===== config.mk =====
export PLATFORM = sky130hd
export DESIGN_NAME = checksummed_frame_parser_unit_flat
export DESIGN_NICKNAME = d
export VERILOG_FILES = /design/src/rtl/core/cfp_pkg.sv /design/src/rtl/core/cfp_ifs.sv /design/src/rtl/core/cfp_cfg_regs.sv /design/src/rtl/core/cfp_out_buf.sv /design/src/rtl/core/cfp_parser.sv /design/src/rtl/core/checksummed_frame_parser_unit.sv /design/src/flat_wrapper.sv
export SDC_FILE = /design/constraint.sdc
export NUM_CORES = 1
export LEC_CHECK = 0
export BUFFER_PORTS_ARGS = -buffer_cell sky130_fd_sc_hd__buf_2
export CORE_MARGIN = 2
export CORE_UTILIZATION = 45
export CTS_CLUSTER_SIZE = 14
export DETAILED_ROUTE_END_ITERATION = 10
export PLACE_DENSITY = 0.61
export SYNTH_ARGS = -nofsm -noshare
export SYNTH_HDL_FRONTEND = slang
export SYNTH_HIERARCHICAL = 1
export SYNTH_SLANG_ARGS = --single-unit

===== constraint.sdc =====
create_clock -name clk -period 3.7 [get_ports clk]
set_clock_uncertainty 0.2 [all_clocks]
set_input_delay 0.185 -clock clk [delete_from_list [all_inputs] [get_ports clk]]
set_output_delay 0.185 -clock clk [all_outputs]
set_load 0.02 [all_outputs]

===== src/rtl/core/cfp_pkg.sv =====
// Package for the checksummed frame parser.
// Holds the register reset values, register indexes, parser phase type and
// the result and configuration structs. Depends on nothing.
`default_nettype none

package cfp_pkg;

	localparam int unsigned ByteW  = 8;
	localparam int unsigned LenW   = 6;
	localparam int unsigned CfgIdxW = 3;

	// Register indexes on the configuration port.
	localparam logic [CfgIdxW-1:0] REG_FIRST_HEADER   = 3'd0;
	localparam logic [CfgIdxW-1:0] REG_SECOND_HEADER  = 3'd1;
	localparam logic [CfgIdxW-1:0] REG_FUNCTION_LIMIT = 3'd2;
	localparam logic [CfgIdxW-1:0] REG_LENGTH_LIMIT   = 3'd3;

	// Register reset values.
	localparam logic [ByteW-1:0] FIRST_HEADER_RST   = 8'hAA;
	localparam logic [ByteW-1:0] SECOND_HEADER_RST  = 8'hAF;
	localparam logic [ByteW-1:0] FUNCTION_LIMIT_RST = 8'd240;
	localparam logic [LenW-1:0]  LENGTH_LIMIT_RST   = 6'd49;

	// Result kinds.
	localparam logic KIND_PAYLOAD = 1'b0;
	localparam logic KIND_END     = 1'b1;

	typedef enum logic [2:0] {
		PH_HUNT = 3'd0,
		PH_HDR2 = 3'd1,
		PH_FUNC = 3'd2,
		PH_LEN  = 3'd3,
		PH_DATA = 3'd4,
		PH_CSUM = 3'd5
	} phase_t;

	typedef struct packed {
		logic [ByteW-1:0] first_header;
		logic [ByteW-1:0] second_header;
		logic [ByteW-1:0] function_limit;
		logic [LenW-1:0]  length_limit;
	} cfp_cfg_t;

	typedef struct packed {
		logic             result_kind;
		logic [ByteW-1:0] payload_byte;
		logic [ByteW-1:0] function_code;
		logic [LenW-1:0]  byte_index;
		logic [LenW-1:0]  payload_length;
		logic             checksum_good;
	} cfp_result_t;

endpackage

`default_nettype wire


===== src/rtl/core/cfp_ifs.sv =====
// Handshake interfaces for the received byte channel and the result channel.
// Depends on cfp_pkg for the field widths.
`default_nettype none

interface cfp_byte_if;
	import cfp_pkg::*;
	logic             valid;
	logic             ready;
	logic [ByteW-1:0] rx_byte;
	modport source (output valid, output rx_byte, input ready);
	modport sink (input valid, input rx_byte, output ready);
endinterface

interface cfp_result_if;
	import cfp_pkg::*;
	logic             valid;
	logic             ready;
	logic             result_kind;
	logic [ByteW-1:0] payload_byte;
	logic [ByteW-1:0] function_code;
	logic [LenW-1:0]  byte_index;
	logic [LenW-1:0]  payload_length;
	logic             checksum_good;
	modport source (output valid, output result_kind, output payload_byte,
		output function_code, output byte_index, output payload_length,
		output checksum_good, input ready);
	modport sink (input valid, input result_kind, input payload_byte,
		input function_code, input byte_index, input payload_length,
		input checksum_good, output ready);
endinterface

`default_nettype wire


===== src/rtl/core/cfp_cfg_regs.sv =====
// Configuration registers of the frame parser: headers and limits.
// Depends on cfp_pkg for the register indexes and reset values.
`default_nettype none

module cfp_cfg_regs (
	input  wire logic                    clk,
	input  wire logic                    arst_n,
	input  wire logic                    cfg_we,
	input  wire logic [cfp_pkg::CfgIdxW-1:0] cfg_index,
	input  wire logic [cfp_pkg::ByteW-1:0]   cfg_wdata,
	output cfp_pkg::cfp_cfg_t            cfg
);
	import cfp_pkg::*;

	cfp_cfg_t cfg_q;

	// Write decode; an index beyond the list changes nothing.
	always_ff @(posedge clk or negedge arst_n) begin
		if (!arst_n) begin
			cfg_q.first_header   <= FIRST_HEADER_RST;
			cfg_q.second_header  <= SECOND_HEADER_RST;
			cfg_q.function_limit <= FUNCTION_LIMIT_RST;
			cfg_q.length_limit   <= LENGTH_LIMIT_RST;
		end else if (cfg_we) begin
			case (cfg_index)
				REG_FIRST_HEADER:   cfg_q.first_header   <= cfg_wdata;
				REG_SECOND_HEADER:  cfg_q.second_header  <= cfg_wdata;
				REG_FUNCTION_LIMIT: cfg_q.function_limit <= cfg_wdata;
				REG_LENGTH_LIMIT:   cfg_q.length_limit   <= cfg_wdata[LenW-1:0];
				default: ;
			endcase
		end
	end

	assign cfg = cfg_q;

endmodule

`default_nettype wire


===== src/rtl/core/cfp_out_buf.sv =====
// Result register with a skid stage, so the parser can take one more word while
// a finished result waits. Depends on cfp_pkg for the result struct.
`default_nettype none

module cfp_out_buf (
	input  wire logic                 clk,
	input  wire logic                 arst_n,
	input  wire logic                 up_valid,
	output logic                      up_ready,
	input  wire cfp_pkg::cfp_result_t up_data,
	output logic                      dn_valid,
	input  wire logic                 dn_ready,
	output cfp_pkg::cfp_result_t      dn_data
);
	import cfp_pkg::*;

	logic        out_v_q;
	logic        skid_v_q;
	cfp_result_t out_q;
	cfp_result_t skid_q;

	assign up_ready = !skid_v_q;
	assign dn_valid = out_v_q;
	assign dn_data  = out_q;

	// Valid flags of the result register and the skid stage.
	always_ff @(posedge clk or negedge arst_n) begin
		if (!arst_n) begin
			out_v_q  <= 1'b0;
			skid_v_q <= 1'b0;
		end else if (up_valid && up_ready) begin
			if (out_v_q && !dn_ready) begin
				skid_v_q <= 1'b1;
			end else begin
				out_v_q <= 1'b1;
			end
		end else if (dn_ready) begin
			out_v_q  <= skid_v_q;
			skid_v_q <= 1'b0;
		end
	end

	// Payload registers follow the same decisions and need no reset.
	always_ff @(posedge clk) begin
		if (up_valid && up_ready) begin
			if (out_v_q && !dn_ready) begin
				skid_q <= up_data;
			end else begin
				out_q <= up_data;
			end
		end else if (dn_ready && skid_v_q) begin
			out_q <= skid_q;
		end
	end

	// The skid stage only fills behind a waiting result.
	a_skid_behind_out: assert property (@(posedge clk) disable iff (!arst_n)
		skid_v_q |-> out_v_q) else $error("skid stage full with result register empty");

	// A held result with a skid entry keeps both until the receiver takes one.
	a_skid_holds: assert property (@(posedge clk) disable iff (!arst_n)
		skid_v_q && !dn_ready |=> skid_v_q && out_v_q)
		else $error("skid entry lost while stalled");

	// A fresh word behind a stalled result lands in the skid stage.
	a_skid_fill: assert property (@(posedge clk) disable iff (!arst_n)
		up_valid && up_ready && out_v_q && !dn_ready |=> skid_v_q && skid_q == $past(up_data))
		else $error("stalled word not captured in skid stage");

endmodule

`default_nettype wire


===== src/rtl/core/cfp_parser.sv =====
// Frame parser state machine: header hunt, limits, payload counting and the
// running checksum. Depends on cfp_pkg for the phase type and structs.
`default_nettype none

module cfp_parser (
	input  wire logic                  clk,
	input  wire logic                  arst_n,
	input  wire cfp_pkg::cfp_cfg_t     cfg,
	input  wire logic                  acc,
	input  wire logic [cfp_pkg::ByteW-1:0] rx_byte,
	output logic                       res_valid,
	output cfp_pkg::cfp_result_t       res
);
	import cfp_pkg::*;

	phase_t           phase_q, phase_d;
	logic [LenW-1:0]  bytes_left_q, bytes_left_d;
	logic [ByteW-1:0] sum_q, sum_d;
	logic [ByteW-1:0] func_q, func_d;
	logic [LenW-1:0]  len_q, len_d;
	logic [LenW-1:0]  pos_q, pos_d;
	logic [LenW-1:0]  left_dec;

	assign left_dec = bytes_left_q - LenW'(1);

	// Next state and frame bookkeeping for one accepted word.
	always_comb begin
		phase_d      = phase_q;
		bytes_left_d = bytes_left_q;
		sum_d        = sum_q;
		func_d       = func_q;
		len_d        = len_q;
		pos_d        = pos_q;
		case (phase_q)
			PH_HDR2: begin
				if (rx_byte == cfg.second_header) begin
					sum_d   = sum_q + rx_byte;
					phase_d = PH_FUNC;
				end
			end
			PH_FUNC: begin
				if (rx_byte <= cfg.function_limit) begin
					sum_d   = sum_q + rx_byte;
					func_d  = rx_byte;
					phase_d = PH_LEN;
				end
			end
			PH_LEN: begin
				if (rx_byte <= {2'b00, cfg.length_limit}) begin
					sum_d        = sum_q + rx_byte;
					len_d        = rx_byte[LenW-1:0];
					bytes_left_d = rx_byte[LenW-1:0];
					pos_d        = '0;
					phase_d      = (rx_byte[LenW-1:0] == '0) ? PH_CSUM : PH_DATA;
				end
			end
			PH_DATA: begin
				sum_d        = sum_q + rx_byte;
				pos_d        = pos_q + LenW'(1);
				bytes_left_d = left_dec;
				if (left_dec == '0) begin
					phase_d = PH_CSUM;
				end
			end
			PH_CSUM: begin
				phase_d = PH_HUNT;
			end
			default: begin
				// Hunting, and any unused code behaves as hunting.
				if (rx_byte == cfg.first_header) begin
					sum_d   = rx_byte;
					phase_d = PH_HDR2;
				end else begin
					phase_d = PH_HUNT;
				end
			end
		endcase
	end

	// Result word for payload and checksum bytes.
	always_comb begin
		res.result_kind    = KIND_PAYLOAD;
		res.payload_byte   = rx_byte;
		res.function_code  = func_q;
		res.byte_index     = pos_q;
		res.payload_length = len_q;
		res.checksum_good  = 1'b0;
		res_valid          = 1'b0;
		case (phase_q)
			PH_DATA: begin
				res_valid = acc;
			end
			PH_CSUM: begin
				res_valid         = acc;
				res.result_kind   = KIND_END;
				res.payload_byte  = '0;
				res.byte_index    = '0;
				res.checksum_good = (rx_byte == sum_q);
			end
			default: ;
		endcase
	end

	// Parser state, updated only on an accepted word.
	always_ff @(posedge clk or negedge arst_n) begin
		if (!arst_n) begin
			phase_q      <= PH_HUNT;
			bytes_left_q <= '0;
			sum_q        <= '0;
			func_q       <= '0;
			len_q        <= '0;
			pos_q        <= '0;
		end else if (acc) begin
			phase_q      <= phase_d;
			bytes_left_q <= bytes_left_d;
			sum_q        <= sum_d;
			func_q       <= func_d;
			len_q        <= len_d;
			pos_q        <= pos_d;
		end
	end

	// The payload phase always has at least one byte still to come.
	a_data_nonempty: assert property (@(posedge clk) disable iff (!arst_n)
		phase_q == PH_DATA |-> bytes_left_q != '0)
		else $error("payload phase with no bytes left");

	// The last payload byte leads to the checksum byte.
	a_last_to_csum: assert property (@(posedge clk) disable iff (!arst_n)
		acc && phase_q == PH_DATA && bytes_left_q == LenW'(1) |=> phase_q == PH_CSUM)
		else $error("last payload byte did not reach checksum phase");

	// After the checksum byte the parser hunts again.
	a_csum_to_hunt: assert property (@(posedge clk) disable iff (!arst_n)
		acc && phase_q == PH_CSUM |=> phase_q == PH_HUNT)
		else $error("checksum byte did not end the frame");

	// Index plus bytes left always equals the declared length in the payload.
	a_index_tracks: assert property (@(posedge clk) disable iff (!arst_n)
		phase_q == PH_DATA |-> LenW'(pos_q + bytes_left_q) == len_q)
		else $error("payload index out of step with length");

endmodule

`default_nettype wire


===== src/rtl/core/checksummed_frame_parser_unit.sv =====
// Top level of the checksummed frame parser.
// Uses cfp_pkg, the interfaces in cfp_ifs, cfp_cfg_regs, cfp_parser and cfp_out_buf.
//
// rx carries one received byte per word. A frame is two header bytes, a
// function byte, a length byte, that many payload bytes and a checksum byte
// equal to the 8-bit sum of all earlier frame bytes. Bytes that do not fit a
// header, function or length slot are dropped and the parser waits there.
// res carries one word per payload byte (with its function code, index and
// the declared length) and one end-of-frame word per checksum byte with a
// good/bad flag. Header, function and length bytes give no word.
// The configuration port writes the two header values and the two limits by
// index; write it only while no frame traffic is in flight.
// One byte is taken every cycle while rx.ready is high, and its result reaches res
// through a result register with one skid entry.
// If the receiver stalls, bytes that give no word are still taken; the next
// byte that gives a word fills the skid entry and rx.ready then stays low
// until res takes the waiting word.
// arst_n clears the parser to header hunting, empties the result path and
// restores the registers to 0xAA, 0xAF, 240 and 49.
`default_nettype none

module checksummed_frame_parser_unit (
	input  wire logic                        clk,
	input  wire logic                        arst_n,
	cfp_byte_if.sink                         rx,
	cfp_result_if.source                     res,
	input  wire logic                        cfg_we,
	input  wire logic [cfp_pkg::CfgIdxW-1:0] cfg_index,
	input  wire logic [cfp_pkg::ByteW-1:0]   cfg_wdata
);
	import cfp_pkg::*;

	cfp_cfg_t    cfg;
	cfp_result_t par_res;
	cfp_result_t out_res;
	logic        par_valid;
	logic        buf_ready;
	logic        acc;

	assign rx.ready = buf_ready;
	assign acc      = rx.valid && buf_ready;

	cfp_cfg_regs u_cfg (
		.clk       (clk),
		.arst_n    (arst_n),
		.cfg_we    (cfg_we),
		.cfg_index (cfg_index),
		.cfg_wdata (cfg_wdata),
		.cfg       (cfg)
	);

	cfp_parser u_parser (
		.clk       (clk),
		.arst_n    (arst_n),
		.cfg       (cfg),
		.acc       (acc),
		.rx_byte   (rx.rx_byte),
		.res_valid (par_valid),
		.res       (par_res)
	);

	cfp_out_buf u_out (
		.clk      (clk),
		.arst_n   (arst_n),
		.up_valid (par_valid),
		.up_ready (buf_ready),
		.up_data  (par_res),
		.dn_valid (res.valid),
		.dn_ready (res.ready),
		.dn_data  (out_res)
	);

	// Unpack the result word onto the channel.
	assign res.result_kind    = out_res.result_kind;
	assign res.payload_byte   = out_res.payload_byte;
	assign res.function_code  = out_res.function_code;
	assign res.byte_index     = out_res.byte_index;
	assign res.payload_length = out_res.payload_length;
	assign res.checksum_good  = out_res.checksum_good;

endmodule

`default_nettype wire


===== src/flat_wrapper.sv =====
// flat-port wrapper written by rule: the top's interface ports become plain ports
module checksummed_frame_parser_unit_flat import cfp_pkg::*;
  (clk, arst_n, cfg_we, cfg_index, cfg_wdata, rx_valid, rx_rx_byte, rx_ready, res_valid, res_result_kind, res_payload_byte, res_function_code, res_byte_index, res_payload_length, res_checksum_good, res_ready);
  cfp_byte_if rx_i ();
  cfp_result_if res_i ();
  input  wire logic clk;
  input  wire logic arst_n;
  input  wire logic cfg_we;
  input  wire logic [cfp_pkg::CfgIdxW-1:0] cfg_index;
  input  wire logic [cfp_pkg::ByteW-1:0] cfg_wdata;
  input wire logic [$bits(rx_i.valid)-1:0] rx_valid;
  input wire logic [$bits(rx_i.rx_byte)-1:0] rx_rx_byte;
  output wire logic [$bits(rx_i.ready)-1:0] rx_ready;
  output wire logic [$bits(res_i.valid)-1:0] res_valid;
  output wire logic [$bits(res_i.result_kind)-1:0] res_result_kind;
  output wire logic [$bits(res_i.payload_byte)-1:0] res_payload_byte;
  output wire logic [$bits(res_i.function_code)-1:0] res_function_code;
  output wire logic [$bits(res_i.byte_index)-1:0] res_byte_index;
  output wire logic [$bits(res_i.payload_length)-1:0] res_payload_length;
  output wire logic [$bits(res_i.checksum_good)-1:0] res_checksum_good;
  input wire logic [$bits(res_i.ready)-1:0] res_ready;
  assign rx_i.valid = rx_valid;
  assign rx_i.rx_byte = rx_rx_byte;
  assign rx_ready = rx_i.ready;
  assign res_valid = res_i.valid;
  assign res_result_kind = res_i.result_kind;
  assign res_payload_byte = res_i.payload_byte;
  assign res_function_code = res_i.function_code;
  assign res_byte_index = res_i.byte_index;
  assign res_payload_length = res_i.payload_length;
  assign res_checksum_good = res_i.checksum_good;
  assign res_i.ready = res_ready;
  checksummed_frame_parser_unit u_core (.clk(clk), .arst_n(arst_n), .rx(rx_i), .res(res_i), .cfg_we(cfg_we), .cfg_index(cfg_index), .cfg_wdata(cfg_wdata));
endmodule

==> results of run 1 <==
registers in the layout, indices dropped and copies added, names as in the netlist:
register / flops
u_core/u_parser/len_q: 6
u_core/u_parser/bytes_left_q: 6
u_core/u_cfg/cfg: 30
u_core/u_out/dn_valid: 1
u_core/u_parser/phase_q: 3
u_core/u_out/dn_data: 30
u_core/u_parser/func_q: 8
u_core/u_out/skid_q: 30
u_core/u_parser/sum_q: 8
u_core/u_out/skid_v_q: 1
u_core/u_parser/pos_q: 6
per-stage QoR:
stage | area [µm²] | hold slack [ps]
final | 7730 | -5.75
after global routing | 7730 | 27.9
after CTS | 7730 | 5.44
after global placement | 6960 | 180
after floorplan | 6610 | -311
after detailed placement | 6960 | 186
synth_stat cells, drive strengths merged, types with 2 or more instances:
library cell	instances	area share (%)
nor2b	3	0.28
or4	4	0.45
ha	24	4.5
nor4bb	2	0.30
dfrtp	52	20
mux2i	6	0.91
mux2	73	14
o22a	2	0.28
xor2	14	1.9
a211o	3	0.40
o211ai	4	0.45
a21oi	20	1.5
nand3	8	0.61
clkbuf	9	0.66
nand3b	2	0.23
a211oi	3	0.34
o2bb2ai	2	0.27
nor3b	5	0.57
nor4	4	0.38
and2	14	1.3
a22o	2	0.27
nand4	5	0.47
nand4b	2	0.27
o31ai	7	0.80
buf	15	2.3
xnor2	9	1.2
nor2	25	1.4
a21o	5	0.59
dfstp	17	6.8
nor3	11	1.1
nand2b	3	0.28
nand2	31	1.8
a22oi	2	0.23
o21ai	19	1.4
inv	23	1.3
a31oi	5	0.47
edfxtp	60	27
and3	2	0.19
layout make-up:
type                       count  area share, %
inverter                      23           1.12
clock buffer                  17           5.51
sequential                   129           45.9
multi-input combinational    338           35.8
tap                          184           2.98
clock inverter                15           2.53
timing repair buffer          76           6.09
kinds of logic after synthesis:
logic type      after synthesis  share of synthesized area [%]
flops                       129                           53.7
compound gates               84                           8.37
fa+ha+maj                    25                           4.85
mux                          79                           14.9
xor+xnor                     23                           3.05
simple gates                127                           10.6
buf+inv                      48                           4.47
how the worst max path moves through the flow:
| stage | start | slack (ps) | cells past startpoint | end |
|---|---|---|---|---|
| detailed placement | rx_rx_byte[0] | 870 | 9 | u_core/u_parser/pos_q[3]$_DFFE_PN0P_ |
| global route | rx_rx_byte[2] | 580 | 9 | u_core/u_parser/bytes_left_q[0]$_DFFE_PN0P_ |
| floorplan | u_core/u_out/skid_v_q$_DFFE_PN0P_ | 240 | 9 | u_core/u_out/skid_q[0]$_DFFE_PP_ |
| global placement | rx_rx_byte[0] | 940 | 9 | u_core/u_parser/pos_q[4]$_DFFE_PN0P_ |
| CTS | rx_rx_byte[3] | 790 | 8 | u_core/u_parser/sum_q[3]$_DFFE_PN0P_ |
| finish | rx_rx_byte[3] | 760 | 8 | u_core/u_parser/sum_q[3]$_DFFE_PN0P_ |
what timing repair did:
action / in CTS / in global routing
hold buffers: 15 / 0
endpoints found under the setup margin: 0 / 0
hold endpoints to repair: 64 / 0
where the power goes:
part,total [W],internal [W],switching (W)
sequential,0.00201,0.00179,0.000215
combinational,0.00119,0.000571,0.000616
clock,0.00176,0.00108,0.000678
total,0.00495,0.00344,0.00151
placed cells by master, fill, tap and decap left out, drive strengths merged, types with 19 or more instances in the layout:
cell type  count
ha            24
nor2          25
mux2          73
a21oi         20
o21ai         19
buf           61
edfxtp        60
inv           31
dfrtp         52
nand2         31
routing by layer:
metal	vias up	share of wire, %	global-route usage [%]
met2	84	49	29.0
li1	2042	-	-
met5	-	0	0
met4	0	1.1	6.80
met1	2059	46	24.5
met3	12	3.6	3.29
==> metrics.csv, run 1 <==
metric,value,unit
synth_flop_cell,edfxtp_1,
worst_ep_arrival_time,3040,ps
drtIter0Drc,330,
drv_cap,0,
ant_nets,0,
cp-start-kind,input pin,
worst-path-max-fanout,11,
worstPathBufferInverterCount,2,
fillers,1264,
cts_buffers,17,
slew_viol_final,0,
clock_latency,420,ps
timing.rr.end,u_core/u_parser/sum_q[3]$_DFFE_PN0P_,
num-nets-final,634,
min-delay-path-class,in2reg,
coreArea,0.0144,mm²
ys_seq_elements,129,
synth.cell_area,0.00661,mm²
clkTransAtPathRegs,60,ps
ir_drop,328,µV
cts_max_level,4,
wirelength,13000,µm
synth_edf_count,60,
syn-num-nets,564,
fin_crit,2940,ps
hold_start,rx_rx_byte[7],
status,finished with violations,
post_cts_buffers,0,
num_rows,44,
viasPerCell,5.37,
synth_cells,515,
drt_first_pass_iters,4,
grt_use_total,18.0,%
reg2reg_slack,870,ps
crit_path_end_kind,flop,
reg2reg_depth,6,
max_freq,340,MHz
hold_ws,-5.75,ps
cts.sinks,129,
grt_pass1_vias,4367,
dieHeight,125,µm
place.gp.congestion,0.791,
violations,negative hold slack,
total_power,0.00495,W
antenna_found_initial,0,
initial_core_util,45.8,%
fin_setup_tns,0,ps
wl_per_cell,16.7,µm
die_w,125,µm
fin_crit_sh,79.6,%
layout-drive-gt1-share,32.3,%
cts_tree,yes,
placedCellCount,735,
hold_path_end,u_core/u_parser/func_q[7]$_DFFE_PN0P_,
preCtsSetupSlack,866,ps
regArea,0.00355,mm²
dpl.hpwl,9040,µm
async_reset_ff_share,53.5,%
avgSynthCellArea,12.8,µm²
vias,4197,
die_area,0.0157,mm²
pin_count,56,
ys_seq_area_share,53.7,%
slew_headroom,30.3,%
setup_viol_count_final,0,
area_growth,16.9,%
p_leak,3.28,nW
grt.overflow.total,0,
cp.required,3800,ps
grt_max_degree,46,
antenna_cells,0,
yosys_warnings,6,
ys_types,68,
slowest_delay,600,ps
min_path_cells,2,
finalHoldViolations,1,
root_buffer,clkbuf_16,
port_buffers,55,
clock_path_buffers,2,
grt_pass1_wl,22500,µm
multi_input_area,0.00277,mm²
worst_pin_slew,1050,ps
drc,0,
layout.cells.non_filler,782,
power.density,641,mW/mm²
path_cells,dlygate4sd3_1 > buf_2 > xor2_1 > nor4_1 > a21oi_1 > a211o_1 > nor3_4 > mux2_2,
worstSetupPathType,in2reg,
rsz0062_at_grt,no,
cpMaxStageDelayCell,nor4_1,
ctsResizeCount,0,
critPathTopFamily,simple AND/OR/NAND/NOR gates,
fin_util,53.6,%
reg2reg_from,u_core/u_cfg/cfg[25]$_DFFE_PN1P_,
setup_slack,756,ps
Power figures use the tool's default switching activity.
==> run 2: changes to the inputs <==
- PLACE_DENSITY: 0.61 -> 0.63
- clock period: 3.7 -> 2.4 ns (I/O delays scaled with it)
==> run 2 against run 1 <==
The flow finishes with violations (negative setup slack). Sequential power rose by 53%. Design area is 8.1% higher. Global-route usage grew 0.37 points. Critical path depth grew 1. Clock power is 44% higher. Non-clock buffer count grew 54. Largest power group unchanged. Highest routed layer unchanged.
==> metrics.csv, run 2 (synthesis results as in run 1) <==
metric,value,unit,change
path_cells,inv_1 > ha_1 > nor2b_1 > o211ai_1 > a211oi_1 > nand4b_1 > nor3_4 > buf_4 > mux2_4,,was dlygate4sd3_1 > buf_2 > xor2_1 > nor4_1 > a21oi_1 > a211o_1 > nor3_4 > mux2_2
worst_pin_slew,765,ps,was 1050 ps
slowest_delay,350,ps,was 600 ps
hold_ws,13.3,ps,was -5.75 ps
layout.cells.non_filler,837,,was 782
cpMaxStageDelayCell,dfrtp_1,,was nor4_1
setup_slack,-105,ps,was 756 ps
ir_drop,552,µV,was 328 µV
dieHeight,125,µm,unchanged
wirelength,14200,µm,was 13000 µm
max_freq,399,MHz,
drv_cap,0,,unchanged
clkTransAtPathRegs,60,ps,about the same
min-delay-path-class,in2reg,,unchanged
pin_count,56,,unchanged
fin_crit_sh,104,%,
clock_path_buffers,2,,unchanged
num_rows,44,,unchanged
dpl.hpwl,9780,µm,was 9040 µm
p_leak,3.56,nW,was 3.28 nW
port_buffers,55,,unchanged
slew_headroom,48.8,%,was 30.3%
initial_core_util,45.8,%,unchanged
fin_area,0.00835,mm²,was 0.00773 mm²
layout_commonest_cell,edfxtp_1,,unchanged
wl_per_cell,16.9,µm,was 16.7 µm
antenna_cells,0,,unchanged
die_w,125,µm,unchanged
status,finished with violations,,unchanged
drtIter0Drc,233,,was 330
finalHoldViolations,0,,was 1
ant_nets,0,,unchanged
vias,4442,,was 4197
grt_max_degree,47,,was 46
cts_tree,yes,,unchanged
clock_latency,420,ps,about the same
cp.required,2510,ps,was 3800 ps
cts_buffers,17,,unchanged
antenna_found_initial,0,,unchanged
setup_viol_count_final,7,,was 0
coreArea,0.0144,mm²,unchanged
die_area,0.0157,mm²,unchanged
grt_pass1_vias,4447,,was 4367
layout-drive-gt1-share,40.9,%,was 32.3%
grt_use_total,18.4,%,was 18.0%
worstSetupPathType,reg2reg,,was in2reg
cts_max_level,4,,unchanged
viasPerCell,5.31,,was 5.37
slew_viol_final,0,,unchanged
grt.overflow.total,0,,unchanged
drt_first_pass_iters,4,,unchanged
num-nets-final,689,,was 634
cts.sinks,129,,unchanged
rsz0062_at_grt,yes,,was no
cp-start-kind,flop,,was input pin
area_growth,26.4,%,was 16.9%
root_buffer,clkbuf_16,,unchanged
worst_ep_arrival_time,2610,ps,was 3040 ps
final_cell_mix,"edfxtp_1, buf_2, dfrtp_1",,unchanged
grt_pass1_wl,22500,µm,about the same
violations,negative setup slack,,was negative hold slack
fin_crit,2500,ps,
placedCellCount,783,,was 735
place_area,0.00744,mm²,was 0.00696 mm²
power.density,943,mW/mm²,was 641 mW/mm²
worst-path-max-fanout,3,,was 11
crit_path_end_kind,flop,,unchanged
place.gp.congestion,0.832,,was 0.791
drc,0,,unchanged
run 2: critical path, delay by kind of cell (launching register included):
kind,cells,cell delay [ps]
buf+inv,2,210
fa+ha+maj,1,310
compound gates,2,390
flops,1,350
simple gates,3,630
mux,1,290
run 2: metrics by stage:
stage,total power [W],util [%],setup TNS [ps],worst slack [ps]
floorplan,0.00457,-,-13.4,-3.35
global placement,0.00511,51.6,-2100,-188
detailed placement,0.00521,51.6,-3560,-320
CTS,0.00781,57.1,-351,-73.6
global route,0.00829,57.9,-1570,-239
finish,0.00788,57.9,-564,-105
run 2: what timing repair did:
item	in CTS	in global routing
setup buffers	1	2
gates resized for setup	6	19
endpoints found under the hold margin	104	0
hold buffers	18	0
gates cloned	0	1
setup endpoints to repair	18	19
pin swaps	3	6
run 2: final cells by class:
| class | count | area, µm² |
|---|---|---|
| clock buffers | 19 | 443 |
| clock inverters | 13 | 138 |
| fillers | 1191 | 6070 |
| inverters | 23 | 86.3 |
| multi-input cells | 339 | 2950 |
| flip-flops and latches | 129 | 3550 |
| well taps | 184 | 230 |
| repair buffers | 130 | 953 |
run 2: routing by layer:
metal	share of wire, %	track usage [%]
met5	0	0
met4	2.8	7.84
met3	3.4	4.36
met2	49	30.4
met1	45	23.2
run 2: final timing paths:
| path | startpoint | endpoint | slack (ps) | cells past startpoint |
|---|---|---|---|---|
| min in group asynchronous | arst_n | u_core/u_cfg/cfg[22]$_DFFE_PN0P_ | 30 | 2 |
| min | rx_rx_byte[6] | u_core/u_parser/func_q[6]$_DFFE_PN0P_ | 10 | 3 |
| min reg2reg | u_core/u_parser/func_q[5]$_DFFE_PN0P_ | u_core/u_out/skid_q[18]$_DFFE_PP_ | 270 | 0 |
| max | u_core/u_cfg/cfg[7]$_DFFE_PN0P_ | u_core/u_parser/sum_q[5]$_DFFE_PN0P_ | -100 | 9 |
| max in group asynchronous | arst_n | u_core/u_cfg/cfg[0]$_DFFE_PN1P_ | 1290 | 3 |
| max reg2reg | u_core/u_cfg/cfg[7]$_DFFE_PN0P_ | u_core/u_parser/sum_q[5]$_DFFE_PN0P_ | -100 | 9 |
run 2: report_power, final:
part           switching, W  total, W  leakage [nW]  internal (W)
Sequential         0.000314   0.00308          1.36       0.00276
Clock              0.000975   0.00253         0.279       0.00155
Combinational       0.00110   0.00227          1.92       0.00117
Total               0.00239   0.00788          3.56       0.00549
